### config.mk
export PLATFORM = sky130hd
export DESIGN_NAME = pool_allocator_ordered_list_top
export DESIGN_NICKNAME = d
export VERILOG_FILES = /design/src/rtl/paol_pkg.sv /design/src/rtl/paol_ram.sv /design/src/rtl/pool_allocator_ordered_list_top.sv
export VERILOG_INCLUDE_DIRS = /design/src /design/src/rtl
export SDC_FILE = /design/constraint.sdc
export NUM_CORES = 1
export LEC_CHECK = 0
export BUFFER_PORTS_ARGS = -buffer_cell sky130_fd_sc_hd__buf_2
export CAP_MARGIN = 10
export CORE_MARGIN = 1.5
export CORE_UTILIZATION = 50
export CTS_BUF_LIST = sky130_fd_sc_hd__clkbuf_4
export CTS_CLUSTER_SIZE = 16
export DETAILED_ROUTE_END_ITERATION = 7
export PLACE_DENSITY_LB_ADDON = 0.3
export SLEW_MARGIN = 20
export SYNTH_ARGS = -nofsm -noshare
export SYNTH_HDL_FRONTEND = slang
export SYNTH_SLANG_ARGS = --single-unit
### constraint.sdc
create_clock -name clk_i -period 7.8 [get_ports clk_i]
set_clock_uncertainty 0.2 [all_clocks]
set_input_delay 0.39 -clock clk_i [delete_from_list [all_inputs] [get_ports clk_i]]
set_output_delay 0.39 -clock clk_i [all_outputs]
set_load 0.01 [all_outputs]
### src/rtl/pool_allocator_ordered_list_top_macros.svh
// ----------------------------------------------------------------------------
// Assertion macros for the pool allocator
// Concurrent assertion wrappers clocked on clk_i and disabled during reset.
// ----------------------------------------------------------------------------
`ifndef POOL_ALLOCATOR_ORDERED_LIST_TOP_MACROS_SVH
`define POOL_ALLOCATOR_ORDERED_LIST_TOP_MACROS_SVH

// A condition that holds at every clock edge outside of reset.
`define PAOL_ASSERT(name, cond, msg) \
  name: assert property (@(posedge clk_i) disable iff (!rst_ni) (cond)) else $error(msg);

// A condition that, once seen, implies another in the next cycle.
`define PAOL_ASSERT_NEXT(name, ante, cons, msg) \
  name: assert property (@(posedge clk_i) disable iff (!rst_ni) (ante) |=> (cons)) \
    else $error(msg);

`endif

### src/rtl/paol_pkg.sv
// ----------------------------------------------------------------------------
// Pool allocator package
// Request codes, controller states and the result record.
// ----------------------------------------------------------------------------
package paol_pkg;

  typedef enum logic [1:0] {
    OP_ALLOC   = 2'd0,
    OP_RELEASE = 2'd1,
    OP_FIND    = 2'd2,
    OP_LIST    = 2'd3
  } op_e;

  typedef enum logic [3:0] {
    S_IDLE,
    S_ALC_WR1,
    S_ALC_WR2,
    S_REL_CHK,
    S_REL_WALK,
    S_REL_WR2,
    S_FIND_CHK,
    S_LIST,
    S_RESP
  } state_e;

  localparam logic RES_OK   = 1'b0;
  localparam logic RES_FAIL = 1'b1;

  typedef struct packed {
    logic       status;
    logic [4:0] id;
    logic       last;
  } res_t;

endpackage

### src/rtl/paol_ram.sv
// ----------------------------------------------------------------------------
// Generic single-port-write RAM
// One write port and one read port with a registered read.
// ----------------------------------------------------------------------------
module paol_ram #(
  parameter int WIDTH = 8,
  parameter int DEPTH = 32
) (
  input  logic                     clk_i,
  input  logic                     we_i,
  input  logic [$clog2(DEPTH)-1:0] waddr_i,
  input  logic [WIDTH-1:0]         wdata_i,
  input  logic [$clog2(DEPTH)-1:0] raddr_i,
  output logic [WIDTH-1:0]         rdata_o
);

  logic [WIDTH-1:0] mem [DEPTH];
  logic [WIDTH-1:0] rdata_q;

  always_ff @(posedge clk_i) begin
    if (we_i) begin
      mem[waddr_i] <= wdata_i;
    end
    rdata_q <= mem[raddr_i];
  end

  assign rdata_o = rdata_q;

endmodule

### src/rtl/pool_allocator_ordered_list_top.sv
// ----------------------------------------------------------------------------
// Pool allocator with ordered in-use list
// Free-list allocator whose links live in a RAM, with in-use flags in a second RAM.
// ----------------------------------------------------------------------------
// One request is processed at a time. Allocate takes the free-list head, marks it in use
// and appends it to the tail of the in-use list; it fails without touching the lists when
// the pool is empty. Find checks the in-use flag. Release checks the flag, walks the
// in-use list up to the released entry, unlinks it and pushes it onto the free list; it
// fails when the id is not in use. List returns one result per in-use entry, or a single
// failing result when nothing is in use. The link RAM is read once per cycle as the
// controller follows the lists, except while a list waits on a stalled output. A new
// request is accepted while the previous result still waits in the output register.
// Both RAMs start out with their reset contents through per-entry written flags, so no
// clearing pass is needed after reset.
`include "pool_allocator_ordered_list_top_macros.svh"

module pool_allocator_ordered_list_top #(
  parameter int POOL_SIZE = 32
) (
  input  logic       clk_i,
  input  logic       rst_ni,
  input  logic       s_axis_tvalid_i,
  output logic       s_axis_tready_o,
  input  logic [7:0] s_axis_tdata_i,   // [4:0] entry_index, [7:5] zero
  input  logic [1:0] s_axis_tuser_i,   // [1:0] op
  output logic       m_axis_tvalid_o,
  input  logic       m_axis_tready_i,
  output logic [7:0] m_axis_tdata_o,   // [4:0] entry_id, [7:5] zero
  output logic       m_axis_tuser_o,   // [0] status
  output logic       m_axis_tlast_o
);

  import paol_pkg::*;

  localparam int PW = $clog2(POOL_SIZE + 1);
  localparam int IW = $clog2(POOL_SIZE);
  localparam logic [PW-1:0] NIL    = PW'(POOL_SIZE);
  localparam logic [PW-1:0] LAST_N = PW'(POOL_SIZE - 1);

  state_e          state_q, state_d;
  logic [4:0]      idx_q, idx_d;
  logic [PW-1:0]   cur_q, cur_d;
  logic [PW-1:0]   prev_q, prev_d;
  logic [PW-1:0]   cnt_q, cnt_d;
  logic [PW-1:0]   free_head_q, free_head_d;
  logic [PW-1:0]   used_head_q, used_head_d;
  logic [PW-1:0]   used_tail_q, used_tail_d;
  res_t            res_q, res_d;
  res_t            out_q, out_d;
  logic            out_valid_q, out_valid_d;

  logic [POOL_SIZE-1:0] link_vld_q;
  logic [POOL_SIZE-1:0] use_vld_q;
  logic [IW-1:0]        link_ra_q;
  logic                 link_rv_q;
  logic                 use_rv_q;

  logic          link_we;
  logic [IW-1:0] link_waddr;
  logic [PW-1:0] link_wdata;
  logic [IW-1:0] link_raddr;
  logic [PW-1:0] link_ram_rdata;
  logic [PW-1:0] link_nx;
  logic          use_we;
  logic [IW-1:0] use_waddr;
  logic          use_wdata;
  logic [IW-1:0] use_raddr;
  logic          use_ram_rdata;
  logic          use_rdata;

  logic          in_fire;
  logic          out_free;
  op_e           in_op;
  logic [PW-1:0] idx_ptr;
  logic          idx_ok;
  logic          walk_hit;
  logic          walk_end;
  logic          list_fin;

  paol_ram #(
    .WIDTH (PW),
    .DEPTH (POOL_SIZE)
  ) u_link_ram (
    .clk_i   (clk_i),
    .we_i    (link_we),
    .waddr_i (link_waddr),
    .wdata_i (link_wdata),
    .raddr_i (link_raddr),
    .rdata_o (link_ram_rdata)
  );

  paol_ram #(
    .WIDTH (1),
    .DEPTH (POOL_SIZE)
  ) u_use_ram (
    .clk_i   (clk_i),
    .we_i    (use_we),
    .waddr_i (use_waddr),
    .wdata_i (use_wdata),
    .raddr_i (use_raddr),
    .rdata_o (use_ram_rdata)
  );

  // An entry never written reads as its reset link, the next entry in order.
  assign link_nx   = link_rv_q ? link_ram_rdata : (PW'(link_ra_q) + PW'(1));
  assign use_rdata = use_rv_q & use_ram_rdata;

  assign in_fire  = s_axis_tvalid_i && s_axis_tready_o;
  assign out_free = !out_valid_q || m_axis_tready_i;
  assign in_op    = op_e'(s_axis_tuser_i);
  assign idx_ptr  = PW'(idx_q);
  assign idx_ok   = int'(idx_q) < POOL_SIZE;
  assign walk_hit = cur_q == idx_ptr;
  assign walk_end = (cur_q >= NIL) || (cnt_q == NIL);
  assign list_fin = (link_nx >= NIL) || (cnt_q == LAST_N);

  always_comb begin
    state_d = state_q;
    case (state_q)
      S_IDLE: begin
        if (in_fire) begin
          case (in_op)
            OP_ALLOC:   state_d = (free_head_q == NIL) ? S_RESP : S_ALC_WR1;
            OP_RELEASE: state_d = S_REL_CHK;
            OP_FIND:    state_d = S_FIND_CHK;
            OP_LIST:    state_d = (used_head_q == NIL) ? S_RESP : S_LIST;
            default:    state_d = S_IDLE;
          endcase
        end
      end
      S_ALC_WR1:  state_d = S_ALC_WR2;
      S_ALC_WR2:  state_d = S_RESP;
      S_REL_CHK:  state_d = (idx_ok && use_rdata) ? S_REL_WALK : S_RESP;
      S_REL_WALK: begin
        if (walk_hit) begin
          state_d = S_REL_WR2;
        end else if (walk_end) begin
          state_d = S_RESP;
        end
      end
      S_REL_WR2:  state_d = S_RESP;
      S_FIND_CHK: state_d = S_RESP;
      S_LIST: begin
        if (out_free && list_fin) begin
          state_d = S_IDLE;
        end
      end
      S_RESP: begin
        if (out_free) begin
          state_d = S_IDLE;
        end
      end
      default: state_d = S_IDLE;
    endcase
  end

  always_comb begin
    idx_d       = idx_q;
    cur_d       = cur_q;
    prev_d      = prev_q;
    cnt_d       = cnt_q;
    free_head_d = free_head_q;
    used_head_d = used_head_q;
    used_tail_d = used_tail_q;
    res_d       = res_q;
    out_d       = out_q;
    out_valid_d = out_valid_q && !m_axis_tready_i;
    link_we     = 1'b0;
    link_waddr  = IW'(cur_q);
    link_wdata  = NIL;
    link_raddr  = IW'(cur_q);
    use_we      = 1'b0;
    use_waddr   = IW'(idx_q);
    use_wdata   = 1'b0;
    use_raddr   = IW'(idx_q);
    s_axis_tready_o = 1'b0;

    case (state_q)
      S_IDLE: begin
        s_axis_tready_o = 1'b1;
        idx_d     = s_axis_tdata_i[4:0];
        use_raddr = IW'(s_axis_tdata_i[4:0]);
        res_d     = '{status: RES_FAIL, id: 5'd0, last: 1'b1};
        cnt_d     = '0;
        if (in_op == OP_LIST) begin
          link_raddr = IW'(used_head_q);
          cur_d      = used_head_q;
        end else begin
          link_raddr = IW'(free_head_q);
          cur_d      = free_head_q;
        end
      end
      S_ALC_WR1: begin
        free_head_d = link_nx;
        link_we     = 1'b1;
        link_waddr  = IW'(cur_q);
        link_wdata  = NIL;
        use_we      = 1'b1;
        use_waddr   = IW'(cur_q);
        use_wdata   = 1'b1;
      end
      S_ALC_WR2: begin
        if (used_tail_q != NIL) begin
          link_we    = 1'b1;
          link_waddr = IW'(used_tail_q);
          link_wdata = cur_q;
        end else begin
          used_head_d = cur_q;
        end
        used_tail_d = cur_q;
        res_d       = '{status: RES_OK, id: 5'(cur_q), last: 1'b1};
      end
      S_REL_CHK: begin
        cur_d      = used_head_q;
        prev_d     = NIL;
        cnt_d      = '0;
        link_raddr = IW'(used_head_q);
        res_d      = '{status: RES_FAIL, id: idx_q, last: 1'b1};
      end
      S_REL_WALK: begin
        if (walk_hit) begin
          if (prev_q != NIL) begin
            link_we    = 1'b1;
            link_waddr = IW'(prev_q);
            link_wdata = link_nx;
          end else begin
            used_head_d = link_nx;
          end
          if (used_tail_q == cur_q) begin
            used_tail_d = prev_q;
          end
          use_we    = 1'b1;
          use_waddr = IW'(idx_q);
          use_wdata = 1'b0;
        end else if (!walk_end) begin
          prev_d     = cur_q;
          cur_d      = link_nx;
          cnt_d      = cnt_q + PW'(1);
          link_raddr = IW'(link_nx);
        end
      end
      S_REL_WR2: begin
        link_we     = 1'b1;
        link_waddr  = IW'(idx_q);
        link_wdata  = free_head_q;
        free_head_d = idx_ptr;
        res_d       = '{status: RES_OK, id: idx_q, last: 1'b1};
      end
      S_FIND_CHK: begin
        res_d = '{status: (idx_ok && use_rdata) ? RES_OK : RES_FAIL, id: idx_q, last: 1'b1};
      end
      S_LIST: begin
        if (out_free) begin
          out_valid_d = 1'b1;
          out_d       = '{status: RES_OK, id: 5'(cur_q), last: list_fin};
          cur_d       = link_nx;
          cnt_d       = cnt_q + PW'(1);
          link_raddr  = IW'(link_nx);
        end
      end
      S_RESP: begin
        if (out_free) begin
          out_valid_d = 1'b1;
          out_d       = res_q;
        end
      end
      default: begin
      end
    endcase
  end

  always_ff @(posedge clk_i or negedge rst_ni) begin
    if (!rst_ni) begin
      state_q     <= S_IDLE;
      free_head_q <= '0;
      used_head_q <= NIL;
      used_tail_q <= NIL;
      out_valid_q <= 1'b0;
      link_vld_q  <= '0;
      use_vld_q   <= '0;
      link_rv_q   <= 1'b0;
      use_rv_q    <= 1'b0;
      cnt_q       <= '0;
    end else begin
      state_q     <= state_d;
      free_head_q <= free_head_d;
      used_head_q <= used_head_d;
      used_tail_q <= used_tail_d;
      out_valid_q <= out_valid_d;
      link_rv_q   <= link_vld_q[link_raddr];
      use_rv_q    <= use_vld_q[use_raddr];
      cnt_q       <= cnt_d;
      if (link_we) begin
        link_vld_q[link_waddr] <= 1'b1;
      end
      if (use_we) begin
        use_vld_q[use_waddr] <= 1'b1;
      end
    end
  end

  always_ff @(posedge clk_i) begin
    idx_q     <= idx_d;
    cur_q     <= cur_d;
    prev_q    <= prev_d;
    res_q     <= res_d;
    out_q     <= out_d;
    link_ra_q <= link_raddr;
  end

  assign m_axis_tvalid_o = out_valid_q;
  assign m_axis_tdata_o  = {3'b000, out_q.id};
  assign m_axis_tuser_o  = out_q.status;
  assign m_axis_tlast_o  = out_q.last;

  `PAOL_ASSERT(a_ptr_range, (free_head_q <= NIL) && (used_head_q <= NIL) && (used_tail_q <= NIL), "list pointer out of range")
  `PAOL_ASSERT(a_ends_agree, (used_head_q == NIL) == (used_tail_q == NIL), "in-use list ends disagree")
  `PAOL_ASSERT(a_walk_bound, cnt_q <= NIL, "list walk ran past the pool size")
  `PAOL_ASSERT_NEXT(a_list_done, (state_q == S_LIST) && out_free && list_fin, state_q == S_IDLE, "list did not finish after its last result")

endmodule
==> run_results.csv <==
group,metric,value,unit
critical_path,cp.arrival,5.33,ns
final_layout,final_cell_mix,"edfxtp_1 (249), clkbuf_4 (150), nand2_1 (133)",
routing,wirelength,36800,um
clock_tree,clkTransAtPathRegs,0.08,ns
run,drv_cap,0,
routing,viasPerCell,5.78,
timing,maxSlewViolCount,0,
global_routing,grt_pass1_wl,58200,um
pwr,p_per_area,474,nW/um^2
final_layout,nFillCells,2611,
min_path,hold_class,"in -> reg",
pwr,power_leakage,0.00689,uW
critical_path,rr_worst_depth,8,
synth,synth_ff_type,"edfxtp_1",
synth,syn-cell-area,16100,um^2
synth,ys_seq_area_frac,0.633,
timing,setup_viol,0,
global_routing,grtUsageMet2,0.360,
global_routing,grt_busiest_layer,"met2",
synth,yosysUniqueCellTypes,74,
routing,num_vias,10587,
critical_path,cp-start-kind,"register",
timing,setup_ws,2.61,ns
timing,rsz0062_at_grt,"no",
global_routing,first_global_vias,10536,
timing,max-slew-margin-rel,0.254,
final_layout,final_common_cell,"edfxtp_1",
critical_path,cpMaxStageDelayCell,"dfrtp_1",
pwr,ir_drop,0.000406,V
die,core-area,31600,um^2
min_path,holdPathEnd,"state_q[1]$_DFFE_PN0P_",
critical_path,crit_top_cell,"nand2_1",
synth,syn_avg_cell_area,12.6,um^2
min_path,hold_start,"s_axis_tvalid_i",
timing,max_freq,193,MHz
critical_path,crit_chain,"nor2b_1 > nand2_1 > nor2_1 > nand2_1 > nand2_1 > and2_1 > nand3_1 > nor2_1",
global_routing,grt_max_degree,89,
die,rows,65,
routing,wl_per_cell,20.1,um
routing,drtPass1Iterations,6,
clock_tree,hold_buffers,11,
critical_path,cpPeakStageDelay,0.78,ns
clock_tree,clk_latency,0.74,ns
clock_tree,cts.htree.levels,3,
place,dpl_worst_slack,2.82,ns
place,portBuffers,19,
global_routing,antenna_found_initial,1,
die,initial_core_util,0.509,
critical_path,cp_max_fo,20,
global_routing,track_usage,0.227,
clock_tree,cts_tree,"done",
critical_path,r2r-start,"state_q[2]$_DFFE_PN0P_",
timing,period_needed,5.19,ns
routing,ant_nets,0,
critical_path,cp_top_family,"simple AND/OR/NAND/NOR gates",
critical_path,cp.required,7.95,ns
critical_path,cp-startpoint,"state_q[2]$_DFFE_PN0P_",
critical_path,criticalPathCategory,"reg -> reg",
critical_path,worst-path-stages,8,
final_layout,drive_above_1_share,0.213,
routing,drt_iter0_drc,873,
synth,async_flop_share,0.263,
clock_tree,root_buffer,"clkbuf_4",
synth,yosysWarnings,0,
run_status,status,"completed",
clock_tree,cts_max_path_buffers,3,
timing,tightestPinTransition,1.12,ns
place,hpwl,22700,um
timing,fin_crit_sh,0.665,
timing,final_hold_viol_count,0,
synth,synth-edff-count,249,
clock_tree,cts_buffers,93,
synth,synthCells,1279,
critical_path,r2r_slack,2.61,ns
global_routing,gr-total-overflow,0,
synth,ys_ff_latch,361,
place,gp_congestion,0.917,
clock_tree,cts_setup_buffers,0,
critical_path,critPathBufInv,0,
final_layout,fin_nets,1371,
die,die_w,183,um
die,dieHeight,183,um
timing,tns,0,ns
critical_path,endpoint_kind,"register",
final_layout,area_growth,12.0,%
clock_tree,cts-resized-gates,0,
critical_path,r2r_end,"u_link_ram.mem[28][3]$_DFFE_PP_",
global_routing,grt_use_met1,0.305,
die,die_area,33300,um^2
routing,route.detailed.drc,0,
global_routing,grt_use_met3,0.0457,
die,num_io_pins,26,
clock_tree,cts_num_sinks,361,
min_path,min_path_cells,5,
## report_power, final
part / internal [uW] / switching [uW]
registers: 2610 / 354
clock network: 969 / 762
logic: 1470 / 2380
total: 5050 / 3500
## flip-flops by register name, summed over array words and instances, names as in the netlist, 6 cells and up
| name | cells |
|---|---|
| u_link_ram.mem | 192 |
| link_vld_q | 32 |
| u_use_ram.mem | 32 |
| use_vld_q | 32 |
| cnt_q | 6 |
| cur_q | 6 |
| free_head_q | 6 |
| prev_q | 6 |
| res_q | 6 |
| u_link_ram.rdata_o | 6 |
| used_head_q | 6 |
| used_tail_q | 6 |
## metrics by stage
step                utilization  area (um^2)  hold slack, ns  cells  power [uW]
floorplan                     -        16100          -0.106   1281        5680
finish                    0.570        18000           0.134   1832        8550
CTS                       0.570        18000          0.0844   1831        8570
global route              0.570        18000           0.150   1832        9060
global placement          0.526        16600          0.0723   1650        6730
detailed placement        0.526        16600          0.0793   1650        6800
## Yosys cell counts (10+ instances only)
| cell | instances | area share |
|---|---|---|
| edfxtp_1 | 249 | 0.46 |
| nand2_1 | 133 | 0.031 |
| nor2_1 | 119 | 0.028 |
| mux2i_1 | 112 | 0.070 |
| dfrtp_1 | 93 | 0.14 |
| o21ai_0 | 49 | 0.015 |
| nand3_1 | 44 | 0.014 |
| clkbuf_1 | 41 | 0.0095 |
| or2_2 | 35 | 0.014 |
| mux2_2 | 33 | 0.023 |
| o21bai_1 | 32 | 0.015 |
| a21oi_1 | 27 | 0.0084 |
| buf_2 | 25 | 0.0078 |
| a31oi_1 | 21 | 0.0082 |
| dfxtp_1 | 17 | 0.021 |
| inv_1 | 17 | 0.0040 |
| a22oi_1 | 16 | 0.0075 |
| and3_1 | 14 | 0.0054 |
| nand2b_1 | 14 | 0.0054 |
| nor3_1 | 13 | 0.0040 |
| xor2_1 | 12 | 0.0065 |
| mux4_2 | 10 | 0.014 |
## worst register-to-register path, stage by stage, from the launching register on
cell	delay [ns]
dfrtp_1	0.78
nor2b_1	0.53
nand2_1	0.50
nor2_1	0.68
nand2_1	0.36
nand2_1	0.17
and2_1	0.16
nand3_1	0.69
nor2_1	0.72
## cell families after synthesis
kind of cell | share of synthesized area
and+or+nand+nor | 0.121
DFF | 0.633
AOI/OAI and AO/OA | 0.101
muxes | 0.107
buffers and inverters | 0.0258
xor gates and xnor gates | 0.0103
adders and majority gates | 0.00233
other | 0.000233
## metal layers
metal / wire length, um / vias to the layer above
li1: - / 4939
met2: 17100 / 425
met4: 1130 / 0
met5: 0 / -
met1: 16200 / 5127
met3: 2400 / 96
## final cells by class
| class | count | area, um^2 | share of cell area |
|---|---|---|---|
| Multi-Input combinational cell | 826 | 5580 | 0.309 |
| Sequential cell | 361 | 10200 | 0.565 |
| Timing Repair Buffer | 53 | 397 | 0.0220 |
| Clock buffer | 150 | 1130 | 0.0624 |
| Antenna cell | 1 | 2.50 | 0.000139 |
| Inverter | 19 | 71.3 | 0.00395 |
| Clock inverter | 20 | 171 | 0.00950 |
| Tap cell | 402 | 503 | 0.0279 |
## worst max path at each step
stage / end
2_1_floorplan: u_link_ram.mem[0][0]$_DFFE_PP_
3_3_place_gp: u_link_ram.mem[8][5]$_DFFE_PP_
3_5_place_dp: u_link_ram.mem[8][0]$_DFFE_PP_
4_1_cts: u_link_ram.mem[8][3]$_DFFE_PP_
5_1_grt: u_link_ram.mem[16][1]$_DFFE_PP_
6_report: u_link_ram.mem[28][3]$_DFFE_PP_
Power figures use the tool's default switching activity.
